===== src/design/pressure_sensor_poll_sequencer_defines.svh =====
`ifndef PRESSURE_SENSOR_POLL_SEQUENCER_DEFINES_SVH
`define PRESSURE_SENSOR_POLL_SEQUENCER_DEFINES_SVH

// Same-cycle implication, checked outside reset.
`define PSPS_ASSERT_NOW(label, clk, rst_n, ante, cons, msg) \
    label: assert property (@(posedge clk) disable iff (!(rst_n)) (ante) |-> (cons)) \
        else $error(msg);

// Next-cycle implication, checked outside reset.
`define PSPS_ASSERT_NEXT(label, clk, rst_n, ante, cons, msg) \
    label: assert property (@(posedge clk) disable iff (!(rst_n)) (ante) |=> (cons)) \
        else $error(msg);

`endif


===== src/design/psps_pkg.sv =====
package psps_pkg;

    localparam int DIAG_INTERVAL = 5;
    localparam logic [2:0] DIAG_LAST = 3'((DIAG_INTERVAL - 1) & 7);

    localparam logic [7:0] SENSOR_ID = 8'hBD;
    localparam logic [15:0] PERIOD_RESET = 16'd100;

    localparam int APB_ADDR_W = 3;
    localparam int APB_DATA_W = 32;
    localparam logic REG_PERIOD_TICKS = 1'b0;

    typedef enum logic [1:0] {
        CMD_NONE       = 2'd0,
        CMD_READ_ID    = 2'd1,
        CMD_WRITE_CTRL = 2'd2,
        CMD_READ_PRESS = 2'd3
    } t_bus_cmd;

    typedef struct packed {
        logic       bus_done;
        logic [7:0] rx_byte0;
        logic [7:0] rx_byte1;
        logic [7:0] rx_byte2;
    } t_item;

    typedef struct packed {
        t_bus_cmd    bus_command;
        logic [11:0] pressure_value;
        logic        pressure_valid;
        logic        error_flag;
        logic        ready_flag;
    } t_result;

endpackage


===== src/design/pressure_sensor_poll_sequencer.sv =====
// Pressure sensor poll sequencer: one input word per bus tick (done flag and
// up to three received bytes), one result word per input word (bus command,
// held pressure, capture pulse, sticky error, init-done flag).
// Input channel: i_valid / o_stall; output channel: o_valid / i_stall. A word
// moves at a rising edge with valid high and stall low.
// Data path: an input register, then the sequencer step logic feeding the
// result register. Throughput is one word per cycle when not stalled; the
// step logic is a flag decode plus one 16-bit increment and compare.
// When the receiver stalls, the result register holds its word and one more
// word waits in the input register; o_stall rises only when both are full.
// Reset (i_rst_n low, synchronous) empties both registers, clears the
// sequencer state and loads period_ticks with 100. The APB port writes
// period_ticks at byte address 0; pready is always high.
module pressure_sensor_poll_sequencer (
    input  logic                                i_clk,
    input  logic                                i_rst_n,
    input  logic                                i_valid,
    output logic                                o_stall,
    input  logic                                i_bus_done,
    input  logic [7:0]                          i_rx_byte0,
    input  logic [7:0]                          i_rx_byte1,
    input  logic [7:0]                          i_rx_byte2,
    output logic                                o_valid,
    input  logic                                i_stall,
    output logic [1:0]                          o_bus_command,
    output logic [11:0]                         o_pressure_value,
    output logic                                o_pressure_valid,
    output logic                                o_error_flag,
    output logic                                o_ready_flag,
    input  logic                                psel,
    input  logic                                penable,
    input  logic                                pwrite,
    input  logic [psps_pkg::APB_ADDR_W-1:0]     paddr,
    input  logic [psps_pkg::APB_DATA_W-1:0]     pwdata,
    output logic [psps_pkg::APB_DATA_W-1:0]     prdata,
    output logic                                pready
);

    `include "pressure_sensor_poll_sequencer_defines.svh"

    logic               r_in_valid;
    psps_pkg::t_item    r_in;
    logic               r_out_valid;
    psps_pkg::t_result  r_out;
    psps_pkg::t_result  w_result;
    logic [15:0]        w_period_ticks;
    logic               w_adv;

    psps_cfg u_cfg (
        .i_clk          (i_clk),
        .i_rst_n        (i_rst_n),
        .psel           (psel),
        .penable        (penable),
        .pwrite         (pwrite),
        .paddr          (paddr),
        .pwdata         (pwdata),
        .prdata         (prdata),
        .pready         (pready),
        .o_period_ticks (w_period_ticks)
    );

    psps_seq u_seq (
        .i_clk          (i_clk),
        .i_rst_n        (i_rst_n),
        .i_en           (w_adv),
        .i_item         (r_in),
        .i_period_ticks (w_period_ticks),
        .o_result       (w_result)
    );

    assign w_adv   = r_in_valid && !(r_out_valid && i_stall);
    assign o_stall = r_in_valid && r_out_valid && i_stall;

    always_ff @(posedge i_clk) begin
        if (!i_rst_n) begin
            r_in_valid <= 1'b0;
        end else if (!o_stall) begin
            r_in_valid <= i_valid;
        end
    end

    always_ff @(posedge i_clk) begin
        if (i_valid && !o_stall) begin
            r_in.bus_done <= i_bus_done;
            r_in.rx_byte0 <= i_rx_byte0;
            r_in.rx_byte1 <= i_rx_byte1;
            r_in.rx_byte2 <= i_rx_byte2;
        end
    end

    always_ff @(posedge i_clk) begin
        if (!i_rst_n) begin
            r_out_valid <= 1'b0;
        end else if (w_adv) begin
            r_out_valid <= 1'b1;
        end else if (!i_stall) begin
            r_out_valid <= 1'b0;
        end
    end

    always_ff @(posedge i_clk) begin
        if (w_adv) begin
            r_out <= w_result;
        end
    end

    assign o_valid          = r_out_valid;
    assign o_bus_command    = r_out.bus_command;
    assign o_pressure_value = r_out.pressure_value;
    assign o_pressure_valid = r_out.pressure_valid;
    assign o_error_flag     = r_out.error_flag;
    assign o_ready_flag     = r_out.ready_flag;

    `PSPS_ASSERT_NOW(a_capture_only_when_running, i_clk, i_rst_n, o_valid && o_pressure_valid, o_ready_flag && !o_error_flag, "pressure captured outside normal operation")
    `PSPS_ASSERT_NOW(a_ctrl_write_in_init, i_clk, i_rst_n, o_valid && (o_bus_command == psps_pkg::CMD_WRITE_CTRL), !o_ready_flag, "control write issued after init")
    `PSPS_ASSERT_NOW(a_burst_when_running, i_clk, i_rst_n, o_valid && (o_bus_command == psps_pkg::CMD_READ_PRESS), o_ready_flag && !o_error_flag, "burst read issued outside normal operation")
    `PSPS_ASSERT_NEXT(a_full_pipe_stalls, i_clk, i_rst_n, r_in_valid && r_out_valid && i_stall, r_out_valid, "result word dropped while stalled")

endmodule


===== src/design/psps_cfg.sv =====
module psps_cfg (
    input  logic                                i_clk,
    input  logic                                i_rst_n,
    input  logic                                psel,
    input  logic                                penable,
    input  logic                                pwrite,
    input  logic [psps_pkg::APB_ADDR_W-1:0]     paddr,
    input  logic [psps_pkg::APB_DATA_W-1:0]     pwdata,
    output logic [psps_pkg::APB_DATA_W-1:0]     prdata,
    output logic                                pready,
    output logic [15:0]                         o_period_ticks
);

    logic [15:0] r_period_ticks;
    logic        w_sel_period;

    assign pready       = 1'b1;
    assign w_sel_period = (paddr[2] == psps_pkg::REG_PERIOD_TICKS);

    always_ff @(posedge i_clk) begin
        if (!i_rst_n) begin
            r_period_ticks <= psps_pkg::PERIOD_RESET;
        end else if (psel && penable && pwrite && w_sel_period) begin
            r_period_ticks <= pwdata[15:0];
        end
    end

    always_comb begin
        prdata = '0;
        if (w_sel_period) begin
            prdata = {16'd0, r_period_ticks};
        end
    end

    assign o_period_ticks = r_period_ticks;

endmodule


===== src/design/psps_seq.sv =====
module psps_seq (
    input  logic                    i_clk,
    input  logic                    i_rst_n,
    input  logic                    i_en,
    input  psps_pkg::t_item         i_item,
    input  logic [15:0]             i_period_ticks,
    output psps_pkg::t_result       o_result
);

    logic        r_started, r_id_checked, r_configured, r_error_state;
    logic        r_reading, r_got_sample, r_done_pending;
    logic [2:0]  r_diag_count;
    logic [15:0] r_tick_count;
    logic [11:0] r_pressure_hold;
    logic [7:0]  r_rx0, r_rx1, r_rx2;

    logic        n_started, n_id_checked, n_configured, n_error_state;
    logic        n_reading, n_got_sample, n_done_pending;
    logic [2:0]  n_diag_count;
    logic [15:0] n_tick_count;
    logic [11:0] n_pressure_hold;
    logic [7:0]  n_rx0, n_rx1, n_rx2;

    psps_pkg::t_bus_cmd w_cmd;
    logic               w_valid;

    always_comb begin
        n_started       = r_started;
        n_id_checked    = r_id_checked;
        n_configured    = r_configured;
        n_error_state   = r_error_state;
        n_reading       = r_reading;
        n_got_sample    = r_got_sample;
        n_done_pending  = r_done_pending;
        n_diag_count    = r_diag_count;
        n_tick_count    = r_tick_count;
        n_pressure_hold = r_pressure_hold;
        n_rx0           = r_rx0;
        n_rx1           = r_rx1;
        n_rx2           = r_rx2;
        w_cmd           = psps_pkg::CMD_NONE;
        w_valid         = 1'b0;

        if (i_item.bus_done) begin
            n_done_pending = 1'b1;
            n_rx0          = i_item.rx_byte0;
            n_rx1          = i_item.rx_byte1;
            n_rx2          = i_item.rx_byte2;
        end

        if (!r_configured) begin
            if (n_id_checked && !n_configured && n_done_pending) begin
                n_done_pending = 1'b0;
                n_configured   = 1'b1;
                n_diag_count   = '0;
            end
            if (n_started && !n_id_checked && n_done_pending) begin
                n_done_pending = 1'b0;
                if (n_rx0 == psps_pkg::SENSOR_ID) begin
                    n_error_state = 1'b0;
                    n_id_checked  = 1'b1;
                    w_cmd         = psps_pkg::CMD_WRITE_CTRL;
                end else begin
                    n_error_state = 1'b1;
                    n_configured  = 1'b1;
                end
            end
            if (!n_started) begin
                w_cmd         = psps_pkg::CMD_READ_ID;
                n_started     = 1'b1;
                n_error_state = 1'b0;
            end
        end else if (!r_error_state) begin
            if (r_reading) begin
                n_tick_count = r_tick_count + 16'd1;
                if (r_diag_count == psps_pkg::DIAG_LAST) begin
                    if (n_done_pending) begin
                        n_done_pending = 1'b0;
                        if (n_rx0 != psps_pkg::SENSOR_ID) begin
                            n_error_state = 1'b1;
                        end
                        n_reading    = 1'b0;
                        n_diag_count = '0;
                    end
                    if (n_tick_count >= i_period_ticks) begin
                        n_error_state = 1'b1;
                    end
                end else begin
                    if (n_done_pending) begin
                        n_done_pending  = 1'b0;
                        n_pressure_hold = {n_rx2, n_rx1[7:4]};
                        w_valid         = 1'b1;
                        n_got_sample    = 1'b1;
                    end
                    if (n_tick_count >= i_period_ticks) begin
                        n_diag_count = r_diag_count + 3'd1;
                        n_reading    = 1'b0;
                        if (!n_got_sample) begin
                            n_error_state = 1'b1;
                        end
                    end
                end
            end else begin
                n_got_sample = 1'b0;
                if (r_diag_count == '0) begin
                    n_tick_count = r_tick_count + 16'd1;
                end else begin
                    n_tick_count = 16'd1;
                end
                w_cmd     = (r_diag_count == psps_pkg::DIAG_LAST) ?
                            psps_pkg::CMD_READ_ID : psps_pkg::CMD_READ_PRESS;
                n_reading = 1'b1;
            end
        end
    end

    always_ff @(posedge i_clk) begin
        if (!i_rst_n) begin
            r_started       <= 1'b0;
            r_id_checked    <= 1'b0;
            r_configured    <= 1'b0;
            r_error_state   <= 1'b0;
            r_reading       <= 1'b0;
            r_got_sample    <= 1'b0;
            r_done_pending  <= 1'b0;
            r_diag_count    <= '0;
            r_tick_count    <= '0;
            r_pressure_hold <= '0;
        end else if (i_en) begin
            r_started       <= n_started;
            r_id_checked    <= n_id_checked;
            r_configured    <= n_configured;
            r_error_state   <= n_error_state;
            r_reading       <= n_reading;
            r_got_sample    <= n_got_sample;
            r_done_pending  <= n_done_pending;
            r_diag_count    <= n_diag_count;
            r_tick_count    <= n_tick_count;
            r_pressure_hold <= n_pressure_hold;
        end
    end

    always_ff @(posedge i_clk) begin
        if (i_en) begin
            r_rx0 <= n_rx0;
            r_rx1 <= n_rx1;
            r_rx2 <= n_rx2;
        end
    end

    always_comb begin
        o_result.bus_command    = w_cmd;
        o_result.pressure_value = n_pressure_hold;
        o_result.pressure_valid = w_valid;
        o_result.error_flag     = n_error_state;
        o_result.ready_flag     = n_configured;
    end

endmodule


===== config.mk =====
export PLATFORM = sky130hd
export DESIGN_NAME = pressure_sensor_poll_sequencer
export DESIGN_NICKNAME = d
export VERILOG_FILES = /design/src/design/psps_pkg.sv /design/src/design/pressure_sensor_poll_sequencer.sv /design/src/design/psps_cfg.sv /design/src/design/psps_seq.sv
export VERILOG_INCLUDE_DIRS = /design/src /design/src/design
export SDC_FILE = /design/constraint.sdc
export NUM_CORES = 1
export LEC_CHECK = 0
export BUFFER_PORTS_ARGS = -buffer_cell sky130_fd_sc_hd__buf_2
export CORE_MARGIN = 1.5
export CORE_UTILIZATION = 50
export DETAILED_ROUTE_END_ITERATION = 8
export PLACE_DENSITY = 0.77
export SYNTH_ARGS = -nofsm -noshare
export SYNTH_HDL_FRONTEND = slang
export SYNTH_HIERARCHICAL = 1
export SYNTH_SLANG_ARGS = --single-unit

===== constraint.sdc =====
create_clock -name i_clk -period 5.2 [get_ports i_clk]
set_input_delay 0.78 -clock i_clk [delete_from_list [all_inputs] [get_ports i_clk]]
set_output_delay 0.78 -clock i_clk [all_outputs]
set_load 0.01 [all_outputs]

==> results.py <==
metrics = {
    "run_status": {
        "status": "complete, no violations",
    },
    "sta": {
        "tightest_slew_ns": 1.10,
        "grt_setup_unrepaired": "false",
        "fin_setup_tns_ns": 0,
        "slew_headroom_pct": 26.3,
        "fin_crit_sh_pct": 63.3,
        "finalSetupViolCount": 0,
        "fmax_ghz": 0.304,
        "final_max_slew_viol_count": 0,
        "period_minus_slack_ns": 3.29,
        "skew_ns": 0.0125,
        "finalHoldViolCount": 0,
    },
    "global_routing": {
        "antenna_found_initial": 0,
        "grt_pass1_vias": 3971,
        "overflow": 0,
        "grt_max_degree": 40,
        "grt_use_met1_pct": 22.5,
        "busiest_layer": "met2",
        "grtUsageTotal_pct": 20.4,
        "grt_use_met3_pct": 6.99,
        "grt_first_pass_wirelength_mm": 18.3,
        "gr-usage-met2_pct": 35.7,
    },
    "finish": {
        "post-route-util_pct": 59.8,
        "area_growth_pct": 16.8,
        "nets": 683,
        "drive_above_1_share_pct": 23.6,
        "n_antenna_cell": 0,
    },
    "clock_tree": {
        "cts_made_buffers": 17,
        "cts-htree-levels": 4,
        "cts_buffer_depth": 2,
        "root_buffer": "clkbuf_8",
        "clk_latency_ns": 0.52,
        "cts_tree": "done",
        "cts.sinks": 114,
        "cts_hold_buf": 0,
        "cts_setup_buffers": 0,
        "path_clk_slew_ns": 0.06,
        "cts_resized": 0,
    },
    "setup_path": {
        "path_cells": "ha_1 > nand3_1 > nor3_1 > nand2_1 > xnor2_1 > ha_1 > nand4_1 > nor3_1 > a31oi_2 > a31oi_4 > nand3_1 > o32ai_1",
        "cp.required_ns": 5.62,
        "end_kind": "flip-flop",
        "worstPathArrival_ns": 3.71,
        "critPathBufInv": 0,
        "startpoint_type": "flip-flop",
        "critPathMaxStageDelay_ns": 0.45,
        "path_class": "reg2reg",
        "crit_family": "simple AND/OR/NAND/NOR gates",
        "cp_max_fo": 7,
        "crit_slowest_cell": "dfxtp_1",
    },
    "power": {
        "power_density_nw_per_um2": 339,
        "p_leak_uw": 0.00263,
        "vdd_ir_drop_max_mv": 0.225,
    },
    "synth": {
        "synth_area_um2": 5530,
        "yosysWarningCount": 6,
        "syn_area_per_cell_um2": 10.5,
        "synthCells": 525,
    },
    "die": {
        "rows": 38,
        "initial_core_util_pct": 51.2,
        "die_y_um": 108,
        "dieArea_um2": 11700,
        "ios": 119,
        "coreArea_um2": 10800,
        "die_w_um": 108,
    },
    "placed_design": {
        "dp_hpwl_mm": 7.48,
        "numPortBuffers": 79,
        "place.gp.congestion": 0.873,
    },
    "route": {
        "postRouteAntennaNets": 0,
        "wl_per_cell_um": 14.9,
        "drt_iter0_markers": 209,
        "vias": 3977,
        "routed_wl_mm": 11.2,
        "drtPass1Iterations": 4,
        "viasPerCell": 5.30,
        "drc": 0,
    },
    "worst_hold_path": {
        "hold_path_class": "in2reg",
    },
    "flow_run": {
        "drv_cap": 0,
    },
}
worst reg2reg max path, delay by kind of cell (launching register included):
| kind | cells | cell delay, ns |
|---|---|---|
| AND/OR/NAND/NOR | 6 | 1.31 |
| XOR/XNOR | 1 | 0.16 |
| AO/OA/AOI/OAI | 3 | 0.74 |
| flip-flops | 1 | 0.45 |
| adder cells (fa/ha/maj) | 2 | 0.52 |
routing by layer:
layer,part of all wire (%),up-vias
met4,1.5,0
met1,42,1909
met3,4.7,15
met5,0,-
met2,52,96
li1,-,1957
power by group:
group / switching (uW) / leakage [uW] / internal [uW] / total, uW
Clock: 395 / 0.000272 / 689 / 1080
Combinational: 70.8 / 0.00135 / 44.0 / 115
Sequential: 13.3 / 0.00101 / 977 / 990
Total: 480 / 0.00263 / 1710 / 2190
flip-flops by register name, indices dropped and copies added (netlist names), 2 cells and up:
signal,cells
o_bus_command,2
o_pressure_value,12
r_in,21
u_cfg/o_period_ticks,16
u_seq/r_diag_count,3
u_seq/r_pressure_hold,12
u_seq/r_rx0,8
u_seq/r_rx1,4
u_seq/r_rx2,8
u_seq/r_tick_count,16
cell type report:
cell class / count / area (um2)
Clock buffer: 21 / 439
Clock inverter: 11 / 114
Fill cell: 868 / 4340
Inverter: 35 / 131
Multi-Input combinational cell: 347 / 2320
Sequential cell: 114 / 2860
Tap cell: 140 / 175
Timing Repair Buffer: 82 / 418
placed cells by master (no fill, tap or decap), drive strengths merged, types with 4 or more instances in the layout:
cell	instances
a21o	4
buf	82
ha	19
mux2	8
inv	35
nand4	7
and2b	7
clkbuf	21
nor3	10
nand2	44
nor2b	20
a211oi	15
a31oi	6
edfxtp	58
a21oi	29
o21ai	12
nand3	8
nor2	54
a22oi	9
mux2i	29
dfxtp	56
xnor2	7
xor2	7
nor4	4
conb	17
clkinv	7
stage by stage:
stage / worst slack, ns / instances / hold slack (ns) / instance area, um2 / total power [uW]
6_report: 1.91 / 750 / 0.430 / 6460 / 2190
5_1_grt: 1.64 / 750 / 0.403 / 6460 / 2270
4_1_cts: 1.94 / 750 / 0.398 / 6460 / 2220
3_5_place_dp: 1.98 / 718 / 0.464 / 5900 / 1120
3_3_place_gp: 2.10 / 718 / 0.460 / 5900 / 1120
2_1_floorplan: 0.274 / 540 / 0.443 / 5580 / 1090
worst paths after layout:
kind / depth (start not counted) / slack (ns) / endpoint / start
worst min register to register: 2 / 0.47 / u_cfg/o_period_ticks[7]$_SDFFE_PN0P_ / u_cfg/o_period_ticks[7]$_SDFFE_PN0P_
worst min-delay path: 1 / 0.43 / r_in[5]$_DFFE_PP_ / i_rx_byte2[5]
worst max-delay path: 12 / 1.91 / u_seq/r_diag_count[0]$_SDFFE_PN0P_ / u_seq/r_tick_count[0]$_SDFFE_PN0P_
worst max register to register: 12 / 1.91 / u_seq/r_diag_count[0]$_SDFFE_PN0P_ / u_seq/r_tick_count[0]$_SDFFE_PN0P_
No activity file was read; power rests on OpenSTA's default activity.
